## src/sv/ettd_pkg.sv

```systemverilog
// Package with the command and status types shared by the totient controller and datapath.
`default_nettype none

package ettd_pkg;

   // Operand pairs that the shared divider can be started on.
   typedef enum logic [1:0] {
      DIV_REST_BY_P,
      DIV_ACC_BY_P,
      DIV_ACC_BY_REST
   } div_sel_type;

   // Commands from the controller to the datapath.
   typedef struct packed {
      logic        load;
      logic        div_start;
      div_sel_type div_sel;
      logic        rest_take_quot;
      logic        acc_sub_quot;
      logic        next_p;
      logic        out_load;
   } cmd_type;

   // Status from the datapath back to the controller.
   typedef struct packed {
      logic sq_le_rest;
      logic rest_gt_one;
      logic div_busy;
      logic div_done;
      logic rem_zero;
   } stat_type;

   localparam int FIRST_DIVISOR = 2;

endpackage

`default_nettype wire

```

## src/sv/ettd_channels_if.sv

```systemverilog
// Valid/ready channel interfaces for the request and response transactions.
`default_nettype none

interface ettd_req_if #(parameter int VALUE_BITS = 32);
   logic                  valid;
   logic                  ready;
   logic [VALUE_BITS-1:0] value_in;

   modport source (output valid, output value_in, input ready);
   modport sink   (input valid, input value_in, output ready);
endinterface

interface ettd_rsp_if #(parameter int VALUE_BITS = 32);
   logic                  valid;
   logic                  ready;
   logic [VALUE_BITS-1:0] totient;

   modport source (output valid, output totient, input ready);
   modport sink   (input valid, input totient, output ready);
endinterface

`default_nettype wire

```

## src/sv/ettd_divider.sv

```systemverilog
// Restoring unsigned divider that retires one quotient bit per cycle.
`default_nettype none

module ettd_divider #(
   parameter int VALUE_BITS = 32
) (
   input  wire logic                  clock,
   input  wire logic                  reset,
   input  wire logic                  start,
   input  wire logic [VALUE_BITS-1:0] dividend,
   input  wire logic [VALUE_BITS-1:0] divisor,
   output logic                       busy,
   output logic                       done,
   output logic [VALUE_BITS-1:0]      quot,
   output logic [VALUE_BITS-1:0]      rem
);

   localparam int CNT_W = $clog2(VALUE_BITS + 1);

   logic                  running_ff, running_in;
   logic                  done_ff, done_in;
   logic [CNT_W-1:0]      count_ff, count_in;
   logic [VALUE_BITS-1:0] quot_ff, quot_in;
   logic [VALUE_BITS-1:0] rem_ff, rem_in;
   logic [VALUE_BITS-1:0] dsr_ff, dsr_in;

   logic [VALUE_BITS:0]   partial;
   logic [VALUE_BITS+1:0] diff;
   logic                  neg;

   always_comb begin
      partial = {rem_ff, quot_ff[VALUE_BITS-1]};
      diff    = {1'b0, partial} - {2'b00, dsr_ff};
      neg     = diff[VALUE_BITS+1];

      running_in = running_ff;
      done_in    = 1'b0;
      count_in   = count_ff;
      quot_in    = quot_ff;
      rem_in     = rem_ff;
      dsr_in     = dsr_ff;

      if (start) begin
         running_in = 1'b1;
         count_in   = CNT_W'(VALUE_BITS);
         quot_in    = dividend;
         rem_in     = '0;
         dsr_in     = divisor;
      end else if (running_ff) begin
         rem_in   = neg ? partial[VALUE_BITS-1:0] : diff[VALUE_BITS-1:0];
         quot_in  = {quot_ff[VALUE_BITS-2:0], ~neg};
         count_in = count_ff - CNT_W'(1);
         if (count_ff == CNT_W'(1)) begin
            running_in = 1'b0;
            done_in    = 1'b1;
         end
      end
   end

   always_ff @(posedge clock) begin
      if (reset) begin
         running_ff <= 1'b0;
         done_ff    <= 1'b0;
         count_ff   <= '0;
      end else begin
         running_ff <= running_in;
         done_ff    <= done_in;
         count_ff   <= count_in;
      end
      quot_ff <= quot_in;
      rem_ff  <= rem_in;
      dsr_ff  <= dsr_in;
   end

   assign busy = running_ff;
   assign done = done_ff;
   assign quot = quot_ff;
   assign rem  = rem_ff;

endmodule

`default_nettype wire

```

## src/sv/ettd_datapath.sv

```systemverilog
// Datapath: remaining value, running result, trial divisor and its square, and the divider.
`default_nettype none

module ettd_datapath
   import ettd_pkg::*;
#(
   parameter int VALUE_BITS = 32
) (
   input  wire logic                  clock,
   input  wire logic                  reset,
   input  wire cmd_type               cmd,
   input  wire logic [VALUE_BITS-1:0] value_in,
   output stat_type                   stat,
   output logic [VALUE_BITS-1:0]      totient
);

   localparam int SQ_W = 2 * VALUE_BITS;

   logic [VALUE_BITS-1:0] rest_ff, rest_in;
   logic [VALUE_BITS-1:0] acc_ff, acc_in;
   logic [VALUE_BITS-1:0] p_ff, p_in;
   logic [SQ_W-1:0]       sq_ff, sq_in;
   logic [VALUE_BITS-1:0] out_ff, out_in;

   logic [VALUE_BITS-1:0] div_dividend;
   logic [VALUE_BITS-1:0] div_divisor;
   logic                  div_busy;
   logic                  div_done;
   logic [VALUE_BITS-1:0] div_quot;
   logic [VALUE_BITS-1:0] div_rem;

   always_comb begin
      case (cmd.div_sel)
         DIV_REST_BY_P: begin
            div_dividend = rest_ff;
            div_divisor  = p_ff;
         end
         DIV_ACC_BY_P: begin
            div_dividend = acc_ff;
            div_divisor  = p_ff;
         end
         DIV_ACC_BY_REST: begin
            div_dividend = acc_ff;
            div_divisor  = rest_ff;
         end
         default: begin
            div_dividend = rest_ff;
            div_divisor  = p_ff;
         end
      endcase
   end

   ettd_divider #(.VALUE_BITS(VALUE_BITS)) u_divider (
      .clock    (clock),
      .reset    (reset),
      .start    (cmd.div_start),
      .dividend (div_dividend),
      .divisor  (div_divisor),
      .busy     (div_busy),
      .done     (div_done),
      .quot     (div_quot),
      .rem      (div_rem)
   );

   always_comb begin
      rest_in = rest_ff;
      acc_in  = acc_ff;
      p_in    = p_ff;
      sq_in   = sq_ff;
      out_in  = out_ff;
      if (cmd.load) begin
         rest_in = value_in;
         acc_in  = value_in;
         p_in    = VALUE_BITS'(FIRST_DIVISOR);
         sq_in   = SQ_W'(FIRST_DIVISOR * FIRST_DIVISOR);
      end
      if (cmd.rest_take_quot) begin
         rest_in = div_quot;
      end
      if (cmd.acc_sub_quot) begin
         acc_in = acc_ff - div_quot;
      end
      if (cmd.next_p) begin
         // (p + 1)^2 = p^2 + 2p + 1
         p_in  = p_ff + VALUE_BITS'(1);
         sq_in = sq_ff + {{(VALUE_BITS - 1){1'b0}}, p_ff, 1'b1};
      end
      if (cmd.out_load) begin
         out_in = acc_ff;
      end
   end

   always_ff @(posedge clock) begin
      rest_ff <= rest_in;
      acc_ff  <= acc_in;
      p_ff    <= p_in;
      sq_ff   <= sq_in;
      out_ff  <= out_in;
   end

   always_comb begin
      stat.sq_le_rest  = sq_ff <= {{VALUE_BITS{1'b0}}, rest_ff};
      stat.rest_gt_one = rest_ff > VALUE_BITS'(1);
      stat.div_busy    = div_busy;
      stat.div_done    = div_done;
      stat.rem_zero    = div_rem == '0;
   end

   assign totient = out_ff;

endmodule

`default_nettype wire

```

## src/sv/ettd_ctrl.sv

```systemverilog
// Controller state machine that sequences the trial-division loop.
`default_nettype none

module ettd_ctrl
   import ettd_pkg::*;
(
   input  wire logic     clock,
   input  wire logic     reset,
   input  wire logic     req_valid,
   output logic          req_ready,
   output logic          rsp_valid,
   input  wire logic     rsp_ready,
   input  wire stat_type stat,
   output cmd_type       cmd
);

   typedef enum logic [2:0] {
      ST_IDLE,
      ST_TEST,
      ST_DIV_REST,
      ST_REDIV,
      ST_DIV_ACC,
      ST_DIV_FIN,
      ST_DONE
   } state_type;

   state_type state_ff, state_in;
   logic      hit_ff, hit_in;
   logic      out_valid_ff, out_valid_in;

   always_comb begin
      cmd          = '0;
      cmd.div_sel  = DIV_REST_BY_P;
      state_in     = state_ff;
      hit_in       = hit_ff;
      out_valid_in = out_valid_ff && !rsp_ready;

      case (state_ff)
         ST_IDLE: begin
            if (req_valid) begin
               cmd.load = 1'b1;
               hit_in   = 1'b0;
               state_in = ST_TEST;
            end
         end
         ST_TEST: begin
            if (stat.sq_le_rest) begin
               cmd.div_start = 1'b1;
               cmd.div_sel   = DIV_REST_BY_P;
               state_in      = ST_DIV_REST;
            end else if (stat.rest_gt_one) begin
               cmd.div_start = 1'b1;
               cmd.div_sel   = DIV_ACC_BY_REST;
               state_in      = ST_DIV_FIN;
            end else begin
               state_in = ST_DONE;
            end
         end
         ST_DIV_REST: begin
            if (stat.div_done) begin
               if (stat.rem_zero) begin
                  cmd.rest_take_quot = 1'b1;
                  hit_in             = 1'b1;
                  state_in           = ST_REDIV;
               end else if (hit_ff) begin
                  cmd.div_start = 1'b1;
                  cmd.div_sel   = DIV_ACC_BY_P;
                  state_in      = ST_DIV_ACC;
               end else begin
                  cmd.next_p = 1'b1;
                  state_in   = ST_TEST;
               end
            end
         end
         ST_REDIV: begin
            cmd.div_start = 1'b1;
            cmd.div_sel   = DIV_REST_BY_P;
            state_in      = ST_DIV_REST;
         end
         ST_DIV_ACC: begin
            cmd.div_sel = DIV_ACC_BY_P;
            if (stat.div_done) begin
               cmd.acc_sub_quot = 1'b1;
               cmd.next_p       = 1'b1;
               hit_in           = 1'b0;
               state_in         = ST_TEST;
            end
         end
         ST_DIV_FIN: begin
            cmd.div_sel = DIV_ACC_BY_REST;
            if (stat.div_done) begin
               cmd.acc_sub_quot = 1'b1;
               state_in         = ST_DONE;
            end
         end
         ST_DONE: begin
            if (!out_valid_ff || rsp_ready) begin
               cmd.out_load = 1'b1;
               out_valid_in = 1'b1;
               state_in     = ST_IDLE;
            end
         end
         default: begin
            state_in = ST_IDLE;
         end
      endcase
   end

   always_ff @(posedge clock) begin
      if (reset) begin
         state_ff     <= ST_IDLE;
         hit_ff       <= 1'b0;
         out_valid_ff <= 1'b0;
      end else begin
         state_ff     <= state_in;
         hit_ff       <= hit_in;
         out_valid_ff <= out_valid_in;
      end
   end

   assign req_ready = state_ff == ST_IDLE;
   assign rsp_valid = out_valid_ff;

endmodule

`default_nettype wire

```

## src/sv/euler_totient_trial_division_top.sv

```systemverilog
// Top level of the Euler totient block: controller, datapath and the channel ports.
`default_nettype none

// Computes phi(n) for one unsigned VALUE_BITS-bit integer per request transaction and
// returns it in one response transaction. The block works on one value at a time:
// trial divisors p run upward from 2 while p*p does not exceed the remaining value,
// and every division goes through a single shared restoring divider. Each trial
// divisor costs one test state plus one division, a divisor that divides costs one
// more division and one restart state for each power of it plus one division for the
// result update, and a leftover prime factor costs one final division.
// The result is held in an output register, so a new request transaction is taken
// while the previous response transaction still waits on rsp_ch.ready.
// Inputs 0 and 1 give 0 and 1.
module euler_totient_trial_division_top
   import ettd_pkg::*;
#(
   parameter int VALUE_BITS = 32
) (
   input wire logic   clock,
   input wire logic   reset,
   ettd_req_if.sink   req_ch,
   ettd_rsp_if.source rsp_ch
);

   cmd_type  cmd;
   stat_type stat;

   // The controller owns the handshakes and the loop sequencing.
   ettd_ctrl u_ctrl (
      .clock     (clock),
      .reset     (reset),
      .req_valid (req_ch.valid),
      .req_ready (req_ch.ready),
      .rsp_valid (rsp_ch.valid),
      .rsp_ready (rsp_ch.ready),
      .stat      (stat),
      .cmd       (cmd)
   );

   // The datapath holds the working values, the divider and the output register.
   ettd_datapath #(.VALUE_BITS(VALUE_BITS)) u_datapath (
      .clock    (clock),
      .reset    (reset),
      .cmd      (cmd),
      .value_in (req_ch.value_in),
      .stat     (stat),
      .totient  (rsp_ch.totient)
   );

   // The divider is never restarted while it is still iterating.
   assert property (@(posedge clock) disable iff (reset)
      cmd.div_start |-> !stat.div_busy)
      else $error("divider started while busy");

   // The result is only updated from a finished quotient.
   assert property (@(posedge clock) disable iff (reset)
      (cmd.acc_sub_quot || cmd.rest_take_quot) |-> stat.div_done)
      else $error("quotient used before the divider finished");

   // Once a request transaction is taken, no other is taken in the next cycle.
   assert property (@(posedge clock) disable iff (reset)
      (req_ch.valid && req_ch.ready) |=> !req_ch.ready)
      else $error("request taken while a value is in progress");

endmodule

`default_nettype wire

```

## src/flat_wrapper.sv

```systemverilog
// flat-port wrapper written by rule: the top's interface ports become plain ports
module euler_totient_trial_division_top_flat import ettd_pkg::*;
#(
   parameter int VALUE_BITS = 32
)
  (clock, reset, req_ch_valid, req_ch_value_in, req_ch_ready, rsp_ch_valid, rsp_ch_totient, rsp_ch_ready);
  ettd_req_if #(.VALUE_BITS(VALUE_BITS)) req_ch_i ();
  ettd_rsp_if #(.VALUE_BITS(VALUE_BITS)) rsp_ch_i ();
  input wire logic clock;
  input wire logic reset;
  input wire logic [$bits(req_ch_i.valid)-1:0] req_ch_valid;
  input wire logic [$bits(req_ch_i.value_in)-1:0] req_ch_value_in;
  output wire logic [$bits(req_ch_i.ready)-1:0] req_ch_ready;
  output wire logic [$bits(rsp_ch_i.valid)-1:0] rsp_ch_valid;
  output wire logic [$bits(rsp_ch_i.totient)-1:0] rsp_ch_totient;
  input wire logic [$bits(rsp_ch_i.ready)-1:0] rsp_ch_ready;
  assign req_ch_i.valid = req_ch_valid;
  assign req_ch_i.value_in = req_ch_value_in;
  assign req_ch_ready = req_ch_i.ready;
  assign rsp_ch_valid = rsp_ch_i.valid;
  assign rsp_ch_totient = rsp_ch_i.totient;
  assign rsp_ch_i.ready = rsp_ch_ready;
  euler_totient_trial_division_top #(.VALUE_BITS(VALUE_BITS)) u_core (.clock(clock), .reset(reset), .req_ch(req_ch_i), .rsp_ch(rsp_ch_i));
endmodule
```

## config.mk

```make
export PLATFORM = sky130hd
export DESIGN_NAME = euler_totient_trial_division_top_flat
export DESIGN_NICKNAME = d
export VERILOG_FILES = /design/src/sv/ettd_pkg.sv /design/src/sv/ettd_channels_if.sv /design/src/sv/ettd_divider.sv /design/src/sv/ettd_datapath.sv /design/src/sv/ettd_ctrl.sv /design/src/sv/euler_totient_trial_division_top.sv /design/src/flat_wrapper.sv
export SDC_FILE = /design/constraint.sdc
export NUM_CORES = 1
export LEC_CHECK = 0
export ABC_AREA = 1
export BUFFER_PORTS_ARGS = -buffer_cell sky130_fd_sc_hd__buf_2
export CAP_MARGIN = 20
export CORE_UTILIZATION = 55
export CTS_CLUSTER_SIZE = 16
export DETAILED_ROUTE_END_ITERATION = 8
export GPL_TIMING_DRIVEN = 0
export PLACE_DENSITY = 0.72
export SETUP_SLACK_MARGIN = 0.05
export SLEW_MARGIN = 15
export SYNTH_ARGS = -nofsm -noshare
export SYNTH_HDL_FRONTEND = slang
export SYNTH_SLANG_ARGS = --single-unit
```

## constraint.sdc

```tcl
create_clock -name clock -period 5.2 [get_ports clock]
set_clock_uncertainty 0.1 [all_clocks]
set_input_delay 0.78 -clock clock [delete_from_list [all_inputs] [get_ports clock]]
set_output_delay 0.78 -clock clock [all_outputs]
set_load 0.02 [all_outputs]
```

# Yosys cells after proc, flatten, opt, wreduce, memory -nomap -nowiden

Cells that the tools add are included.

Bits in registers: 301
Input port bits: 36
Output and inout port bits: 34

$add $sub $neg: 5
$lt $le $gt $ge: 2
Equality and inequality tests: 15
Multiplexer cells: 55
Bitwise logic cells: 2
Reduce and logical (&&, ||, !) cells: 16

Operators by type and width:

| operator                | count |
|---|---|
| $mux W32                | 10 |
| $mux W64                | 2 |
| $add A64 B33 Y64        | 1 |
| $le A64 B32 Y1          | 1 |
| $mux W3                 | 12 |
| $sub A33 B32 Y34        | 1 |
| $add A32 B1 Y32 const B | 1 |
| $gt A32 B1 Y1 const B   | 1 |
| $logic_not A32 Y1       | 1 |
| $sub A32 B32 Y32        | 1 |
| $pmux W3 S7             | 1 |
| $mux W1                 | 20 |
| $mux W6                 | 2 |
| $ne A2 B2 Y1 const B    | 5 |
| $reduce_and A5 Y1       | 2 |
| $eq A3 B3 Y1 const B    | 3 |
| $pmux W2 S4             | 1 |
| $reduce_bool A2 Y1      | 4 |
| $eq A3 B2 Y1 const B    | 2 |
| $eq A6 B1 Y1 const B    | 1 |
| $pmux W1 S3             | 2 |
| $sub A6 B1 Y6 const B   | 1 |
| $mux W2                 | 2 |
| $mux W4                 | 1 |
| other kinds (13)        | 17 |

# Logic depth before layout (Yosys ltp)

Gate-level depths: netlist (run 1).

Word-level depth: 8
Gate-level depth with buffers: 22
Mapped depth without buffers: 20

# Hierarchy

Synthesis (run 1) repeated with hierarchy kept, for this count alone.

Cells, all modules: 3319
Area total of the unflattened synthesis: 22778.1 um^2

Modules (own cells, without submodules):

| module        | instances | cells an instance | area each (um^2) | seq. area each (um^2) |
|---|---|---|---|---|
| ettd_datapath | 1         | 2237              | 15399.8          | 5765.5 |
| ettd_divider  | 1         | 1000              | 6940.4           | 2722.6 |
| ettd_ctrl     | 1         | 82                | 437.9            | 100.1 |

# Worst setup path before layout (run 1)

OpenSTA, ideal clock, no wires.

Path kind: reg2reg
Start: register u_core.u_datapath.u_divider.rem_ff[31], in the netlist u_core.u_datapath.u_divider.rem[31]
End: register u_core.u_datapath.p_ff[0], enable pin
Library setup time: 0.903 ns
Arrival: 3.064 ns
Path slack: 1.133 ns
Stages on the path, launching flop included: 10
Path buffers: 1
Cells stage by stage: dfxtp_1 -> nor4_1 -> nand2_1 -> nor3_2 -> nor2_1 -> nand3_1 -> nand2_1 -> inv_2 -> buf_2 -> nand2_1

Cells in the longest elaborated chain, start to end: 5

RTL lines:

| what                         | line                 | text |
|---|---|---|
| from (decl)                  | ettd_divider.sv:24   | `logic [VALUE_BITS-1:0] rem_ff, rem_in;` |
| from (signal assigned)       | ettd_divider.sv:71   | `rem_ff <= rem_in;` |
| $logic_not A32 Y1            | ettd_datapath.sv:106 | `stat.rem_zero = div_rem == '0;` |
| $mux W1                      | ettd_ctrl.sv:61      | `if (stat.rem_zero) begin` |
| $mux W1                      | ettd_ctrl.sv:60      | `if (stat.div_done) begin` |
| $pmux W1 S2                  | ettd_ctrl.sv:38      | `case (state_ff)` |
| $reduce_bool A2 Y1 (no line) | --                   |  |
| to (signal assigned)         | ettd_datapath.sv:96  | `p_ff <= p_in;` |
| to (decl)                    | ettd_datapath.sv:21  | `logic [VALUE_BITS-1:0] p_ff, p_in;` |

Every way passes these cells.
A chain may end at the register's enable or synchronous reset.

# Worst setup path after layout (run 1)

Start: register u_core.u_datapath.rest_ff[30]
End: register u_core.u_datapath.u_divider.quot_ff[0], in the netlist u_core.u_datapath.u_divider.quot[0] (data pin)

Cells in the longest elaborated chain, start to end: 8

RTL lines:

| what                                                | line                 | text |
|---|---|---|
| from (decl)                                         | ettd_datapath.sv:19  | `logic [VALUE_BITS-1:0] rest_ff, rest_in;` |
| from (signal assigned)                              | ettd_datapath.sv:94  | `rest_ff <= rest_in;` |
| $gt A32 B1 Y1                                       | ettd_datapath.sv:103 | `stat.rest_gt_one = rest_ff > VALUE_BITS'(1);` |
| $mux W3                                             | ettd_ctrl.sv:51      | `end else if (stat.rest_gt_one) begin` |
| $mux W3 *                                           | ettd_ctrl.sv:47      | `if (stat.sq_le_rest) begin` |
| $pmux W2 S4                                         | ettd_ctrl.sv:38      |  |
| $eq A2 B2 Y1 / $eq A2 B1 Y1 (equally long branches) | ettd_datapath.sv:33  | `case (cmd.div_sel)` |
| $reduce_or A2 Y1 (no line)                          | --                   |  |
| $mux W32                                            | ettd_datapath.sv:33  |  |
| $mux W32 *                                          | ettd_divider.sv:43   | `if (start) begin` |
| net u_core.u_datapath.u_divider.quot_in[0]          | ettd_divider.sv:23   | `logic [VALUE_BITS-1:0] quot_ff, quot_in;` |
| to (signal assigned)                                | ettd_divider.sv:70   | `quot_ff <= quot_in;` |
| to (decl)                                           | ettd_divider.sv:23   |  |

Mark *: on every way through the listed nets, which the timed path passes. The rest lies on a longest branch.

==> flow_summary.yaml, run 1 <==
die:
  pin_count: 70
  start_util_pct: 56.2
  die_height_um: 201
  dieArea_mm2: 0.0405
  die_w_um: 201
  row_count: 72
  core-area_mm2: 0.0389
placed_design:
  post-place-ws_ns: 1.05
  placed_area_mm2: 0.0229
  io_buffers: 69
  place_congestion: 1.03
  place_inst: 3528
  place_hpwl_um: 57800
cts:
  cts_resized: 0
  clk_latency_ns: 0.56
  cts_hold_buf: 0
  cts.path.max_buffers: 3
  cts_tree: "done"
  clkTransAtPathRegs_ns: 0.06
  cts_buffers: 36
  post_cts_buffers: 0
  htreeDepth: 2
  cts.sinks: 301
  cts-root-buf: "clkbuf_16"
finish:
  design_area_mm2: 0.0242
  seqCellArea_mm2: 0.00859
  diodes: 0
  area_delta_synth_final_pct: 10.7
  layout-drive-gt1-share_pct: 8.26
  finalNetCount: 3219
  fillers: 3568
  multi_input_area_mm2: 0.0114
  final_cells: 3594
global_route:
  grt_use_total_pct: 35.1
  grt_start_max_net_pins: 55
  antenna_found_initial: 1
  grt_pass1_wl_um: 111000
  grt_overflow: 0
  grt_pass1_vias: 20000
sta:
  layout_setup_ws_ns: 0.856
  worstMarginPinSlew_ns: 1.04
  setup_viol: 0
  slew_viol_final: 0
  period_share_pct: 83.5
  fmax_mhz: 230
  grt_setup_unrepaired: "false"
  finalHoldViolCount: 0
  relSlewSlack_pct: 29.7
  period_needed_ns: 4.34
logic_synthesis:
  async_flop_share_pct: 0
  synth_area_per_cell_um2: 7.44
  synthDistinctLibCells: 51
  synth_edf_count: 256
  ys_warn_count: 0
  synth_common_cells: "702 x nand2_1, 406 x inv_1, 334 x nor2_1"
  ys.flop_type: "edfxtp_1"
  synth.largest_area_cell: "edfxtp_1"
  synth_most_common_cell: "nand2_1"
  synth_area_mm2: 0.0219
  ys_ff_latch: 301
  synth.area.top_cells: "edfxtp_1 35%, nand2_1 12%, ha_1 7.5%"
  synth_top_area_share_pct: 35.2
  syn-num-nets: 3106
  seq_area_frac_synth_pct: 39.3
  synthesis.instances: 2936
routing:
  drc: 0
  dr_total_vias: 21000
  drt-pass1-iter-count: 6
  ant_nets: 0
  wl_um: 71500
  routedWlPerCell_um: 19.9
  drtIter0Drc: 2267
  viasPerCell: 5.83
worst_setup_path:
  worstPathMaxFanout: 10
  crit_arrival_ns: 4.55
  cp.required_ns: 5.40
  start_kind: "flop"
  crit_type: "flop to flop"
  cp-end-kind: "flop"
power:
  power.share.switching_pct: 46.4
  ir_drop_uv: 279
  combPwrFrac_pct: 49.6
  p_clk_share_pct: 19.8
  power_density_mw_per_mm2: 565
  p_sw_mw: 6.35
  p_int_mw: 7.33
  p_seq_share_pct: 30.5
  p_leak_nw: 10.5
status:
  status: "finished clean"
min_path:
  hold_class: "flop to flop"
job:
  max_cap_viol_count: 0
routing by layer:
layer | vias to the layer above | global-route usage (%) | share of wire (%)
met5 | - | 0 | 0.017
met1 | 9812 | 49.8 | 44
li1 | 10100 | - | -
met3 | 127 | 4.88 | 8.7
met4 | 2 | 11.8 | 2.9
met2 | 974 | 55.1 | 45
through the flow:
step / utilization [%] / hold WS, ns / setup TNS (ns) / power (mW)
after global placement: 58.7 / 0.349 / -110.85 / 10.6
after floorplan: - / 0.326 / 0 / 8.69
after detailed placement: 58.9 / 0.360 / 0 / 10.8
final: 62.2 / 0.372 / 0 / 13.7
after global routing: 62.2 / 0.385 / 0 / 14.5
after CTS: 62.1 / 0.375 / 0 / 13.5
worst max-delay path, stage by stage, from the launching register on:
cell	delay (ns)
edfxtp_1	0.46
inv_1	0.19
ha_1	0.33
nand2_1	0.06
nor2_2	0.15
nand4_2	0.13
nor3b_2	0.39
nand3_1	0.27
nand4_1	0.20
nand2_1	0.07
ha_1	0.27
clkbuf_1	0.48
clkbuf_1	0.57
o21ai_0	0.24
nand2_1	0.11
nand2_1	0.07
cells by family after synthesis:
family | Yosys count | share of synthesized area [%]
fa+ha+maj | 134 | 7.77
compound gates | 526 | 13.3
simple gates | 1427 | 28.2
xor+xnor | 71 | 2.85
buf+inv | 477 | 8.63
flops | 301 | 39.3
power groups by stage:
| stage | clock [mW] | combinational [mW] | sequential [mW] |
|---|---|---|---|
| 4_1_cts | 2.74 | 6.62 | 4.16 |
| 2_1_floorplan | 0 | 4.71 | 3.98 |
| 6_report | 2.71 | 6.79 | 4.18 |
| 3_3_place_gp | 0 | 6.40 | 4.24 |
| 5_1_grt | 2.82 | 7.44 | 4.23 |
| 3_5_place_dp | 0 | 6.58 | 4.20 |
state kept, by name, indices dropped and copies added (netlist names):
| register | flops |
|---|---|
| u_core.u_datapath.p_ff | 32 |
| u_core.u_datapath.u_divider.count_ff | 6 |
| u_core.u_datapath.acc_ff | 32 |
| u_core.u_datapath.rest_ff | 32 |
| u_core.u_datapath.u_divider.rem | 32 |
| u_core.u_ctrl.state_ff | 3 |
| u_core.u_datapath.u_divider.quot | 32 |
| u_core.u_datapath.u_divider.busy | 1 |
| u_core.u_ctrl.hit_ff | 1 |
| u_core.u_datapath.sq_ff | 64 |
| u_core.u_datapath.totient | 32 |
| u_core.u_datapath.u_divider.done | 1 |
| u_core.u_datapath.u_divider.dsr_ff | 32 |
| u_core.u_ctrl.rsp_valid | 1 |
cell type report:
cell class / instances / share of cell area (%)
multi-input cells: 2158 / 47.1
clock buffers: 45 / 4.08
well taps: 518 / 2.68
flip-flops and latches: 301 / 35.5
plain buffers: 68 / 1.45
clock inverters: 20 / 1.07
repair buffers: 75 / 1.75
inverters: 409 / 6.35
final timing paths:
path | start | endpoint | slack [ns] | cells after the start
hold reg to reg | u_core.u_datapath.acc_ff[0]$_DFFE_PP_ | u_core.u_datapath.totient[0]$_DFFE_PP_ | 0.37 | 0
setup / recovery | u_core.u_datapath.rest_ff[30]$_DFFE_PP_ | u_core.u_datapath.u_divider.quot[0]$_DFFE_PP_ | 0.86 | 15
hold / removal | u_core.u_datapath.acc_ff[0]$_DFFE_PP_ | u_core.u_datapath.totient[0]$_DFFE_PP_ | 0.37 | 0
setup reg to reg | u_core.u_datapath.rest_ff[30]$_DFFE_PP_ | u_core.u_datapath.u_divider.quot[0]$_DFFE_PP_ | 0.86 | 15
cell usage in the layout (no fill, tap or decap), types with 32 or more instances in the layout:
cell type  instances
clkbuf_16         38
nand4_1           76
buf_2             83
o21ai_0          192
edfxtp_1         256
clkbuf_1          42
nand3_1          183
dfxtp_1           45
xor2_1            43
nor3_1            38
inv_1            406
ha_1             131
nor2_1           334
a21oi_1          225
a21oi_2           32
nand2_1          699
Note: power is estimated with default switching activity, not from simulation.
==> run 2, diff against run 1 <==
- clock period: 5.2 -> 4.05 ns (I/O delays scaled with it)
==> run 2 against run 1 <==
Against the previous run: sequential power up 28%; non-clock buffer count decreased by 4; clock power rose by 29%; cell area hardly changed; die area unchanged; first-iteration DRC count increased by 2.0%; worst setup slack got worse by 0.62 ns; routed wire length grew 1.8%; largest power group unchanged.
==> flow_summary.yaml, run 2 (same netlist as run 1, synthesis figures left out) <==
worst_setup_path:
  r2r_setup_slack_ns: 0.24
  cp.required_ns: 4.21
  cpMostUsedCell: "nand2_1"
  slowest_stage: "o21ai_0"
  worstPathMaxFanout: 10
  slowest_delay_ns: 0.59
  path_cells: "inv_1 > ha_1 > nand2_1 > nor2_2 > nand4_2 > nor3b_2 > nand3_1 > nand4_1 > nand2_1 > ha_2 > clkbuf_2 > o21ai_0"
  crit_type: "flop to flop"
  crit_arrival_ns: 3.97
  start_kind: "flop"
  cp-end-kind: "flop"
finish:
  final_common_cell: "nand2_1"
  regMostFlops: "u_core.u_datapath.sq_ff"
  fillers: 3614
  area_delta_synth_final_pct: 10.7
  finalNetCount: 3217
  final_cell_mix: "699 x nand2_1, 406 x inv_1, 334 x nor2_1, 256 x edfxtp_1, 225 x a21oi_1"
  layout-drive-gt1-share_pct: 8.62
  largest_reg_flops: 64
  utilization_pct: 62.1
placed_design:
  place_congestion: 1.02
  place_hpwl_um: 57700
  post-place-ws_ns: -0.127
  io_buffers: 69
power:
  power_density_mw_per_mm2: 730
  p_clk_share_pct: 19.8
  p_int_mw: 9.36
  p_seq_share_pct: 30.4
  p_leak_nw: 10.5
  combPwrFrac_pct: 49.8
  p_sw_mw: 8.29
  ir_drop_uv: 398
  power.share.switching_pct: 47.0
sta:
  grt_setup_unrepaired: "false"
  fmax_mhz: 262
  relSlewSlack_pct: 27.8
  hold_ws_ns: 0.236
  slew_viol_final: 0
  period_needed_ns: 3.81
  layout_setup_ws_ns: 0.239
  period_share_pct: 94.1
  fin_tns_setup_ns: 0
  finalHoldViolCount: 0
  worstMarginPinSlew_ns: 1.08
  setup_viol: 0
die:
  die_height_um: 201
  row_count: 72
  pin_count: 70
  core-area_mm2: 0.0389
  die_w_um: 201
  dieArea_mm2: 0.0405
  start_util_pct: 56.2
cts:
  cts.sinks: 301
  cts_tree: "done"
  cts_hold_buf: 0
  htreeDepth: 2
  cts.path.max_buffers: 3
  cts_buffers: 37
  cts-root-buf: "clkbuf_16"
  clk_latency_ns: 0.56
  clkTransAtPathRegs_ns: 0.06
global_route:
  grt_pass1_wl_um: 112000
  grt_use_total_pct: 35.5
  grt_start_max_net_pins: 97
  antenna_found_initial: 1
  grt_overflow: 0
  grt_pass1_vias: 20000
routing:
  drtIter0Drc: 2313
  routedWlPerCell_um: 20.2
  drt-pass1-iter-count: 6
  drc: 0
  ant_nets: 0
  viasPerCell: 5.90
  wl_um: 72800
  dr_total_vias: 21200
min_path:
  hold_class: "input port to flop"
status:
  status: "finished clean"
job:
  max_cap_viol_count: 0
-- run 2: critical path, delay by kind of cell (launching register included) --
family | cells | cell delay [ns]
and+or+nand+nor | 7 | 1.27
DFF | 1 | 0.49
adders and majority gates | 2 | 0.62
buffers and inverters | 2 | 0.41
AOI/OAI and AO/OA | 1 | 0.59
-- run 2: layout make-up --
type                       instances  area (um2)  share of cell area [%]
timing repair buffer              73         388                    1.60
sequential                       301        8590                    35.5
inverter                         409        1540                    6.35
multi-input combinational       2159       11400                    47.2
buffer                            66         352                    1.45
tap                              518         648                    2.68
clock buffer                      44         982                    4.06
clock inverter                    23         263                    1.09
antenna                            1        2.50                  0.0103
-- run 2: power groups by stage --
stage / Clock (mW) / Sequential, mW / Combinational [mW]
detailed placement: 0 / 5.39 / 8.47
global route: 3.61 / 5.44 / 9.62
floorplan: 0 / 5.09 / 6.05
CTS: 3.51 / 5.34 / 8.52
global placement: 0 / 5.42 / 8.24
finish: 3.50 / 5.37 / 8.79
-- run 2: worst paths after layout --
kind	startpoint	cells after the start	endpoint
worst min-delay path	req_ch_value_in[26]	3	u_core.u_datapath.acc_ff[26]$_DFFE_PP_
worst max-delay path	u_core.u_datapath.rest_ff[31]$_DFFE_PP_	12	u_core.u_datapath.u_divider.dsr_ff[24]$_DFFE_PP_
worst max register to register	u_core.u_datapath.rest_ff[31]$_DFFE_PP_	12	u_core.u_datapath.u_divider.dsr_ff[24]$_DFFE_PP_
worst min register to register	u_core.u_datapath.acc_ff[0]$_DFFE_PP_	0	u_core.u_datapath.totient[0]$_DFFE_PP_
-- run 2: what timing repair did --
| item | 4_1_cts | 5_1_grt |
|---|---|---|
| gates cloned | 0 | 1 |
| pin swaps | 0 | 1 |
| hold endpoints to repair | 0 | 0 |
| resized for setup | 2 | 9 |
| setup buffers | 0 | 0 |
| setup endpoints to repair | 20 | 93 |
-- run 2: stage by stage --
| step | std cells | power (mW) | cell area [um2] |
|---|---|---|---|
| floorplan | 2936 | 11.1 | 21900 |
| global placement | 3523 | 13.7 | 22900 |
| detailed placement | 3527 | 13.9 | 22900 |
| CTS | 3592 | 17.4 | 24200 |
| global route | 3593 | 18.7 | 24200 |
| finish | 3594 | 17.7 | 24200 |
-- run 2: layer usage --
| layer | vias up | share of wire [%] | GRT usage, % |
|---|---|---|---|
| met3 | 136 | 9.1 | 5.30 |
| met5 | - | 0 | 0 |
| li1 | 10100 | - | - |
| met1 | 9989 | 44 | 50.2 |
| met2 | 1006 | 44 | 55.6 |
| met4 | 0 | 3.1 | 12.1 |
